**src/rtl/core/pladc_pkg.sv**
```systemverilog
// ============================================================================
// pladc_pkg
// Shared constants and calibration tables for the ADC-to-distance converter.
// ============================================================================
package pladc_pkg;

    // Sample and result widths.
    localparam int SAMPLE_BITS = 12;
    localparam int MM_BITS     = 8;

    // Calibration points and the segments between them.
    localparam int NUM_POINTS  = 24;
    localparam int SEG_COUNT   = NUM_POINTS - 1;
    localparam int SEG_BITS    = $clog2(SEG_COUNT);

    // Arithmetic widths: the widest segment spans 803 codes, the steepest
    // distance step is 10 mm, so the rounded numerator stays below 2^14.
    localparam int DIFF_BITS   = 10;
    localparam int DD_BITS     = 4;
    localparam int NUM_BITS    = 14;
    localparam int Q_BITS      = 4;

    // Reciprocal scaling: floor(n / d) equals (n * ceil(2^24 / d)) >> 24 for
    // every numerator below 2^14 and every divisor below 2^10.
    localparam int RECIP_SHIFT = 24;
    localparam int RECIP_BITS  = 20;
    localparam int PROD_BITS   = NUM_BITS + RECIP_BITS;

    // Raw converter codes of the calibration points, falling with distance.
    localparam logic [SAMPLE_BITS-1:0] ROM_RAW [NUM_POINTS] = '{
        12'd3550, 12'd2747, 12'd2549, 12'd2227, 12'd2060, 12'd1891,
        12'd1796, 12'd1678, 12'd1552, 12'd1450, 12'd1377, 12'd1248,
        12'd1175, 12'd1127, 12'd1074, 12'd1019, 12'd976,  12'd910,
        12'd887,  12'd845,  12'd804,  12'd764,  12'd745,  12'd716
    };

    // Distances of the calibration points in millimetres.
    localparam logic [MM_BITS-1:0] ROM_MM [NUM_POINTS] = '{
        8'd40,  8'd50,  8'd55,  8'd60,  8'd65,  8'd70,  8'd75,  8'd80,
        8'd85,  8'd90,  8'd95,  8'd100, 8'd105, 8'd110, 8'd115, 8'd120,
        8'd125, 8'd130, 8'd135, 8'd140, 8'd145, 8'd150, 8'd155, 8'd160
    };

    // Scaled reciprocal ceil(2^24 / den) of each segment's code span.
    localparam logic [RECIP_BITS-1:0] SEG_RECIP [SEG_COUNT] = '{
        20'd20894,  20'd84734,  20'd52104,  20'd100463, 20'd99274,
        20'd176603, 20'd142180, 20'd133153, 20'd164483, 20'd229825,
        20'd130056, 20'd229825, 20'd349526, 20'd316552, 20'd305041,
        20'd390168, 20'd254201, 20'd729445, 20'd399458, 20'd409201,
        20'd419431, 20'd883012, 20'd578525
    };

    typedef logic [SEG_BITS-1:0] t_seg;

    // Code span of one segment.
    function automatic logic [DIFF_BITS-1:0] seg_den(input t_seg seg);
        logic [SAMPLE_BITS-1:0] span;
        span = ROM_RAW[seg] - ROM_RAW[seg + 1'b1];
        return span[DIFF_BITS-1:0];
    endfunction

    // Distance step of one segment.
    function automatic logic [DD_BITS-1:0] seg_dd(input t_seg seg);
        logic [MM_BITS-1:0] step;
        step = ROM_MM[seg + 1'b1] - ROM_MM[seg];
        return step[DD_BITS-1:0];
    endfunction

endpackage

```
**src/rtl/core/piecewise_linear_adc_to_distance_top.sv**
```systemverilog
// ============================================================================
// piecewise_linear_adc_to_distance_top
// Converts raw distance-sensor samples to millimetres by piecewise-linear
// interpolation over a 24-point calibration table.
// ============================================================================
//
// Usage:
//   Input channel: drive i_adc_sample and raise start; the sample transfers at
//   the clock edge where start is high and busy is low. busy is low whenever
//   the block is out of reset, so one sample may transfer every cycle.
//   Output channel: o_valid is high for exactly one cycle with the distance on
//   o_dist_mm; the receiver must take it in that cycle.
//   The captured sample passes the segment, numerator, quotient and output
//   registers in turn. Throughput: one sample per cycle, set by the five-stage
//   pipeline (segment search, numerator, reciprocal multiply, offset add,
//   output register), every stage of which accepts a new item each cycle.
//   Samples at or above code 3550 give 40 mm; at or below code 716, 160 mm.
//   Results are rounded half up to the nearest millimetre.
//   Reset: synchronous and active low; it empties the pipeline, drops any
//   samples in flight and holds busy high while asserted.
//   There is no backpressure: the receiver cannot stall the block.
//
module piecewise_linear_adc_to_distance_top (
    input  logic                                 i_clk,
    input  logic                                 i_rst_n,
    input  logic                                 start,
    output logic                                 busy,
    input  logic [pladc_pkg::SAMPLE_BITS-1:0]    i_adc_sample,
    output logic                                 o_valid,
    output logic [pladc_pkg::MM_BITS-1:0]        o_dist_mm
);

    // Stage 1 registers: captured sample.
    logic                                   r_s1_valid;
    logic [pladc_pkg::SAMPLE_BITS-1:0]      r_s1_sample;

    // Stage 2 registers: segment and clamp flags.
    logic                                   r_s2_valid;
    logic [pladc_pkg::SAMPLE_BITS-1:0]      r_s2_sample;
    pladc_pkg::t_seg                        r_s2_seg;
    logic                                   r_s2_near;
    logic                                   r_s2_far;
    pladc_pkg::t_seg                        n_s2_seg;
    logic                                   n_s2_near;
    logic                                   n_s2_far;

    // Stage 3 registers: rounded numerator.
    logic                                   r_s3_valid;
    pladc_pkg::t_seg                        r_s3_seg;
    logic [pladc_pkg::NUM_BITS-1:0]         r_s3_num;
    logic [pladc_pkg::NUM_BITS-1:0]         n_s3_num;

    // Stage 4 registers: interpolation quotient.
    logic                                   r_s4_valid;
    pladc_pkg::t_seg                        r_s4_seg;
    logic [pladc_pkg::Q_BITS-1:0]           r_s4_quot;
    logic [pladc_pkg::Q_BITS-1:0]           n_s4_quot;

    // Stage 5 registers: output.
    logic                                   r_s5_valid;
    logic [pladc_pkg::MM_BITS-1:0]          r_s5_dist;
    logic [pladc_pkg::MM_BITS-1:0]          n_s5_dist;

    // The block only refuses samples while reset is held.
    assign busy = ~i_rst_n;

    // Valid bits travel with the data through every stage.
    always_ff @(posedge i_clk) begin
        if (!i_rst_n) begin
            r_s1_valid <= 1'b0;
            r_s2_valid <= 1'b0;
            r_s3_valid <= 1'b0;
            r_s4_valid <= 1'b0;
            r_s5_valid <= 1'b0;
        end else begin
            r_s1_valid <= start & ~busy;
            r_s2_valid <= r_s1_valid;
            r_s3_valid <= r_s2_valid;
            r_s4_valid <= r_s3_valid;
            r_s5_valid <= r_s4_valid;
        end
    end

    // Segment search: count the points above the sample, with both clamps.
    always_comb begin
        logic [pladc_pkg::SEG_BITS-1:0] count;
        count = '0;
        for (int j = 1; j < pladc_pkg::NUM_POINTS; j++) begin
            if (pladc_pkg::ROM_RAW[j] > r_s1_sample) begin
                count = count + 1'b1;
            end
        end
        n_s2_near = (r_s1_sample >= pladc_pkg::ROM_RAW[0]);
        n_s2_far  = (r_s1_sample <= pladc_pkg::ROM_RAW[pladc_pkg::NUM_POINTS-1]);
        if (n_s2_near) begin
            n_s2_seg = '0;
        end else if (n_s2_far) begin
            n_s2_seg = pladc_pkg::SEG_BITS'(pladc_pkg::SEG_COUNT - 1);
        end else begin
            n_s2_seg = count;
        end
    end

    // Numerator: distance step times offset into the segment, plus half span.
    // The near clamp uses a zero offset and the far clamp the full span, so
    // both fall out of the same arithmetic as the segment end points.
    always_comb begin
        logic [pladc_pkg::SAMPLE_BITS-1:0] raw_diff;
        logic [pladc_pkg::DIFF_BITS-1:0]   diff;
        logic [pladc_pkg::DIFF_BITS-1:0]   den;
        den      = pladc_pkg::seg_den(r_s2_seg);
        raw_diff = pladc_pkg::ROM_RAW[r_s2_seg] - r_s2_sample;
        if (r_s2_near) begin
            diff = '0;
        end else if (r_s2_far) begin
            diff = den;
        end else begin
            diff = raw_diff[pladc_pkg::DIFF_BITS-1:0];
        end
        n_s3_num = pladc_pkg::NUM_BITS'(
                       pladc_pkg::NUM_BITS'(pladc_pkg::seg_dd(r_s2_seg))
                       * pladc_pkg::NUM_BITS'(diff))
                   + pladc_pkg::NUM_BITS'(den >> 1);
    end

    // Division by the segment span through its scaled reciprocal.
    always_comb begin
        logic [pladc_pkg::PROD_BITS-1:0] prod;
        prod = pladc_pkg::PROD_BITS'(r_s3_num)
               * pladc_pkg::PROD_BITS'(pladc_pkg::SEG_RECIP[r_s3_seg]);
        n_s4_quot = prod[pladc_pkg::RECIP_SHIFT +: pladc_pkg::Q_BITS];
    end

    // Add the interpolated step to the segment's starting distance.
    assign n_s5_dist = pladc_pkg::ROM_MM[r_s4_seg] + pladc_pkg::MM_BITS'(r_s4_quot);

    // Payload registers.
    always_ff @(posedge i_clk) begin
        r_s1_sample <= i_adc_sample;
        r_s2_sample <= r_s1_sample;
        r_s2_seg    <= n_s2_seg;
        r_s2_near   <= n_s2_near;
        r_s2_far    <= n_s2_far;
        r_s3_seg    <= r_s2_seg;
        r_s3_num    <= n_s3_num;
        r_s4_seg    <= r_s3_seg;
        r_s4_quot   <= n_s4_quot;
        r_s5_dist   <= n_s5_dist;
    end

    assign o_valid   = r_s5_valid;
    assign o_dist_mm = r_s5_dist;

`ifndef NO_ASSERTIONS
    // Every transfer in gives exactly one result strobe on o_valid.
    a_latency: assert property (@(posedge i_clk) disable iff (!i_rst_n)
        o_valid == $past(start && !busy, 5))
        else $error("result strobe does not match accepted samples");

    // The quotient never exceeds the segment's distance step.
    a_quot_bound: assert property (@(posedge i_clk) disable iff (!i_rst_n)
        r_s4_valid |-> (r_s4_quot <= pladc_pkg::seg_dd(r_s4_seg)))
        else $error("interpolation quotient beyond segment step");

    // Results stay within the calibrated distance range.
    a_range: assert property (@(posedge i_clk) disable iff (!i_rst_n)
        o_valid |-> (o_dist_mm >= pladc_pkg::ROM_MM[0]
                     && o_dist_mm <= pladc_pkg::ROM_MM[pladc_pkg::NUM_POINTS-1]))
        else $error("distance outside calibrated range");
`endif

endmodule

```
**config.mk**
```make
export PLATFORM = sky130hd
export DESIGN_NAME = piecewise_linear_adc_to_distance_top
export DESIGN_NICKNAME = d
export VERILOG_FILES = /design/src/rtl/core/pladc_pkg.sv /design/src/rtl/core/piecewise_linear_adc_to_distance_top.sv
export SDC_FILE = /design/constraint.sdc
export NUM_CORES = 1
export LEC_CHECK = 0
export ABC_AREA = 1
export BUFFER_PORTS_ARGS = -buffer_cell sky130_fd_sc_hd__buf_4
export CAP_MARGIN = 20
export CELL_PAD_IN_SITES_DETAIL_PLACEMENT = 1
export CELL_PAD_IN_SITES_GLOBAL_PLACEMENT = 2
export CORE_MARGIN = 5
export CORE_UTILIZATION = 42
export DETAILED_ROUTE_END_ITERATION = 6
export PLACE_DENSITY = 0.88
export SYNTH_ARGS = -nofsm -noshare
export SYNTH_HDL_FRONTEND = slang
export SYNTH_SLANG_ARGS = --single-unit
```
**constraint.sdc**
```tcl
create_clock -name i_clk -period 30.3 [get_ports i_clk]
set_clock_uncertainty 0.15 [all_clocks]
set_input_delay 6.06 -clock i_clk [delete_from_list [all_inputs] [get_ports i_clk]]
set_output_delay 6.06 -clock i_clk [all_outputs]
set_load 0.005 [all_outputs]
```
* Yosys cells after proc, flatten, opt, wreduce, memory -nomap -nowiden *
Memory sizes are Yosys's and may differ from the RTL's.
Index checks and enable logic that the tools add are counted.

operators by class
  $add $sub $neg = 28
  multipliers = 2
  $lt $le $gt $ge = 29
  multiplexer cells = 38
  bitwise logic cells = 6
  reduce and logical (&&, ||, !) cells = 1

operators by type and width
  operator                count
  $gt A11 B12 Y1 const A  10
  $add A5 B1 Y5 const B   23
  $mux W5                 23
  $gt A10 B12 Y1 const A  9
  $mux W10                6
  $gt A12 B12 Y1 const A  4
  $mux W20                2
  $mul A14 B20 Y28        1
  $ge A6 B6 Y1 const B    4
  $not A5 Y6              4
  $sub A10 B10 Y10        2
  $mux W4                 4
  $mux W8                 2
  $add A14 B9 Y14         1
  $mul A4 B10 Y14         1
  $ge A12 B12 Y1 const B  1
  $le A12 B10 Y1 const B  1
  $add A8 B4 Y8           1
  $sub A4 B4 Y4           1
  $reduce_or A2 Y1        1
  $and A1 B1 Y1           1
  $mux W1                 1
  $not A1 Y1              1

storage, ports and cells
  flip-flop bits (word level) = 70
  memory bits (read-only) = 2176
  bits of input ports = 15
  output and inout bits = 10
  word-level logic and storage cells = 126
  memories = 6

memories
  name             words  bits a word  rd ports  clocked after memory_dff  wr ports  RTL line                                     text
  (no name shown)  32     20           1         0                         0         piecewise_linear_adc_to_distance_top.sv:130  * pladc_pkg::PROD_BITS'(pladc_pkg::SEG_RECIP[r_s3_seg]);
  (no name shown)  32     12           1         0                         0         piecewise_linear_adc_to_distance_top.sv:112  raw_diff = pladc_pkg::ROM_RAW[r_s2_seg] - r_s2_sample;
  (no name shown)  32     12           1         0                         0         pladc_pkg.sv:58                              span = ROM_RAW[seg] - ROM_RAW[seg + 1'b1];
  (no name shown)  32     8            1         0                         0         piecewise_linear_adc_to_distance_top.sv:135  assign n_s5_dist = pladc_pkg::ROM_MM[r_s4_seg] + pladc_pkg::MM_BITS'(r_s4_quot);
  (no name shown)  32     8            1         0                         0         pladc_pkg.sv:65                              step = ROM_MM[seg + 1'b1] - ROM_MM[seg];
  (no name shown)  32     8            1         0                         0         pladc_pkg.sv:65

* Logic depth before layout (Yosys ltp) *
  word-level depth = 47
  mapped depth = 77
  mapped depth without buffers = 76

* Least setup slack after synthesis *
No wires, ideal clock.

  path kind = input port to output port
  start point = input i_rst_n
  end point = output busy
  data arrival time = 6.103 ns
  data required time = 24.090 ns
  path slack = 17.987 ns
  stages = 1
  buffers on the path = 0
  cell sequence = inv_1

between the ends
  longest elaborated chain between the ends = 1

ends and longest elaborated chain
  element          RTL line                                    text
  start, declared  piecewise_linear_adc_to_distance_top.sv:25  input logic i_rst_n,
  $not A1 Y1       piecewise_linear_adc_to_distance_top.sv:65  assign busy = ~i_rst_n;
  end, declared    piecewise_linear_adc_to_distance_top.sv:27  output logic busy,

No other way between the ends.

* Worst setup path in the final report *
Same ends and word-level chain as after synthesis.

==> metrics.txt <==
post-CTS sizing 0; critical path class input port to output pin; Synth area leader fa_1; minimum clock period 12.55 ns; critical path fanouts, max 6; Primary FF master, synth dfxtp_1; drt pass-1 iters 6; commonest non-fill, non-tap cells in the layout nand2_1 (524), inv_1 (486), nor2_1 (296); max cap viols 0; compound-cell area share of the yosys netlist roughly 8.0%; die area approximately 0.044 mm^2; DR iter-0 viols between 500 and 600; critical path arrival around 6.3 ns; hpwl dp between 40 and 50 mm; number of flops mapped to enable cells by yosys 0; post-synth top area share 26.90%; final setup fails 0; Post-Synth XOR/XNOR Area 2.852%; Core Area 0.03973 mm^2; largest family of logic cells by synthesized area adder cells; Skew-Pair Late Insertion Delay 0.34 ns; clk buf depth 2; # nets final between 2,000 and 3,000; fraction of layout cells with a size suffix above 1 slightly above 8%; ranking of synthesized cells by area fa_1 (27%), nand2_1 (12%), ha_1 (11%); synthesized area 0.01689 mm^2; I/O Pins 25; Slew HR between 20% and 30%; CP Launch Type input port; count of input and output buffers 24; Worst Path Required approximately 24 ns; DRC viols 0; Crit-path slowest cell buf_4; clock sink count 70; initial antenna violation count 0; cells on worst reg2reg path 69; multiplexer area fraction after synthesis 0%; Slew @ Worst Pin 1.065 ns; status complete, no violations; most used cell, CP buf_4; Post-Synth Adder-Cell Area 38.39%; area added between synthesis and finish 5.874%; vias in the first global route around 17,000; hold-fix buffers at CTS 0; Setup Fix Bufs, Post-CTS 0; cell-by-cell trace of the critical path buf_4 -> inv_1 -> buf_4; via count ~15,000; Tcrit/Tclk final around two fifths; Avg Vias per Cell between 5 and 6; register area share after synthesis under 10%; TritonCTS Buffers 9; Clock transition at path regs 0.06 ns; H-tree Lvls 3; TNS Setup 0 ns; largest net degree at the start of global routing 22; WHS Path Cells 2; CTS tree yes; critical path's largest stage delay 0.13 ns; Seq cells post-synth 70; critical path depth 3; Max Transition Viols Final 0; worst path bufs/invs 3; Final ANT Viol Nets 0; Diodes inserted 0; syn nets approximately 2,800; Synth Area in Simple Gates about 30%; syn avg cell area roughly 7.0 um^2; Die Span X 210.5 um; grt total ovfl 0; site row count between 70 and 80; clock tree root buffer cell clkbuf_16; initial core utilization a little over two fifths; Min-Delay Path Class flip-flop to flip-flop; final WL between 50 and 60 mm; commonest non-fill, non-tap cell in the layout nand2_1; Die H between 200 and 250 um; Routed WL per cell approximately 18 um; RSZ-0062 raised after global routing no; Final Hold Viols 0; Post-Synthesis Cells roughly 2,400; Worst setup EP type output pin; gr usage total 24.22%; RePlAce Congestion 0.8706; synth warn 0; Synth cell types 54; first-pass GRT wire length 87.45 mm; fmax roughly 80 MHz; critical path's top delay family buffers and inverters; Async SR Flop Fraction 0%
-- stage by stage --
| stage | utilization (%) | hold WS, ns | setup WS, ns | instance area, um^2 | std cells |
|---|---|---|---|---|---|
| finish | 45.01 | 0.2708 | 17.75 | 17880 | 2952 |
| global route | 45.01 | 0.2805 | 16.80 | 17880 | 2952 |
| CTS | 45.01 | 0.2740 | 17.75 | 17880 | 2952 |
| detailed placement | 44.27 | 0.2588 | 17.75 | 17590 | 2936 |
| global placement | 44.27 | 0.2497 | 17.75 | 17590 | 2936 |
| floorplan | - | 0.1758 | 17.99 | 16890 | 2427 |
-- area by class of cell --
class	count	area, um^2
multi-input combinational	1792	13340
clock inverter	5	60.06
tap	525	656.9
fill	5191	21850
inverter	515	1933
timing repair buffer	34	255.2
clock buffer	11	232.7
sequential	70	1401
-- path summary, 6_finish.rpt --
kind / slack, ns / start / end
setup reg to reg: 17.77 / r_s1_sample[7]$_DFF_P_ / r_s2_seg[3]$_SDFF_PP0_
setup / recovery: 17.75 / i_rst_n / busy
hold / removal: 0.27 / r_s3_valid$_SDFF_PN0_ / r_s4_valid$_SDFF_PN0_
hold reg to reg: 0.27 / r_s3_valid$_SDFF_PN0_ / r_s4_valid$_SDFF_PN0_
-- layer usage --
layer,global-route usage [%],wire (um),vias to the layer above
met3,2.411,1358,90
met2,45.76,27530,256
met4,7.579,1695,0
met5,0,0,-
li1,-,-,7407
met1,28.81,21660,7705
-- cells in the mapped netlist, types with 12 or more instances --
cell and number:
nand2_1 524, nand2_2 49, dfxtp_1 70, a21oi_1 81, nor2_1 296, or2_2 19
clkinv_1 13, inv_1 486, ha_1 155, fa_1 227, nand3_1 126, clkbuf_1 34
xnor2_1 19, inv_2 16, nand3_2 32, o21ai_1 13, o21ai_0 73, nor3_1 18
xor2_1 36, o211ai_1 13, nand2_4 16, nand4_1 12
-- cells by family (layout without fill, tap and decap cells) --
logic type | count (synthesis) | count (layout)
DFF | 70 | 70
AOI/OAI and AO/OA | 233 | 233
and+or+nand+nor | 1122 | 1122
adders and majority gates | 382 | 382
buffers and inverters | 565 | 565
xor gates and xnor gates | 55 | 55
-- state kept, by name, summed over array words and instances, names as in the netlist --
| signal | cells |
|---|---|
| r_s4_quot | 4 |
| o_valid | 1 |
| r_s1_valid | 1 |
| r_s3_valid | 1 |
| r_s4_valid | 1 |
| r_s2_seg | 5 |
| r_s2_sample | 10 |
| o_dist_mm | 8 |
| r_s2_far | 1 |
| r_s3_num | 14 |
| r_s3_seg | 5 |
| r_s2_near | 1 |
| r_s2_valid | 1 |
| r_s1_sample | 12 |
| r_s4_seg | 5 |
-- worst register-to-register path: cells and delay by family (launching register included) --
| family | cells | cell delay, ns |
|---|---|---|
| adder cells (fa/ha/maj) | 12 | 3.34 |
| buffers and inverters | 7 | 0.47 |
| XOR/XNOR | 3 | 0.47 |
| AO/OA/AOI/OAI | 8 | 1.21 |
| AND/OR/NAND/NOR | 39 | 6.22 |
| flip-flops | 1 | 0.60 |
Power is not shown: default switching activity piles up to over one toggle a cycle in this logic, so the estimate is an artifact.
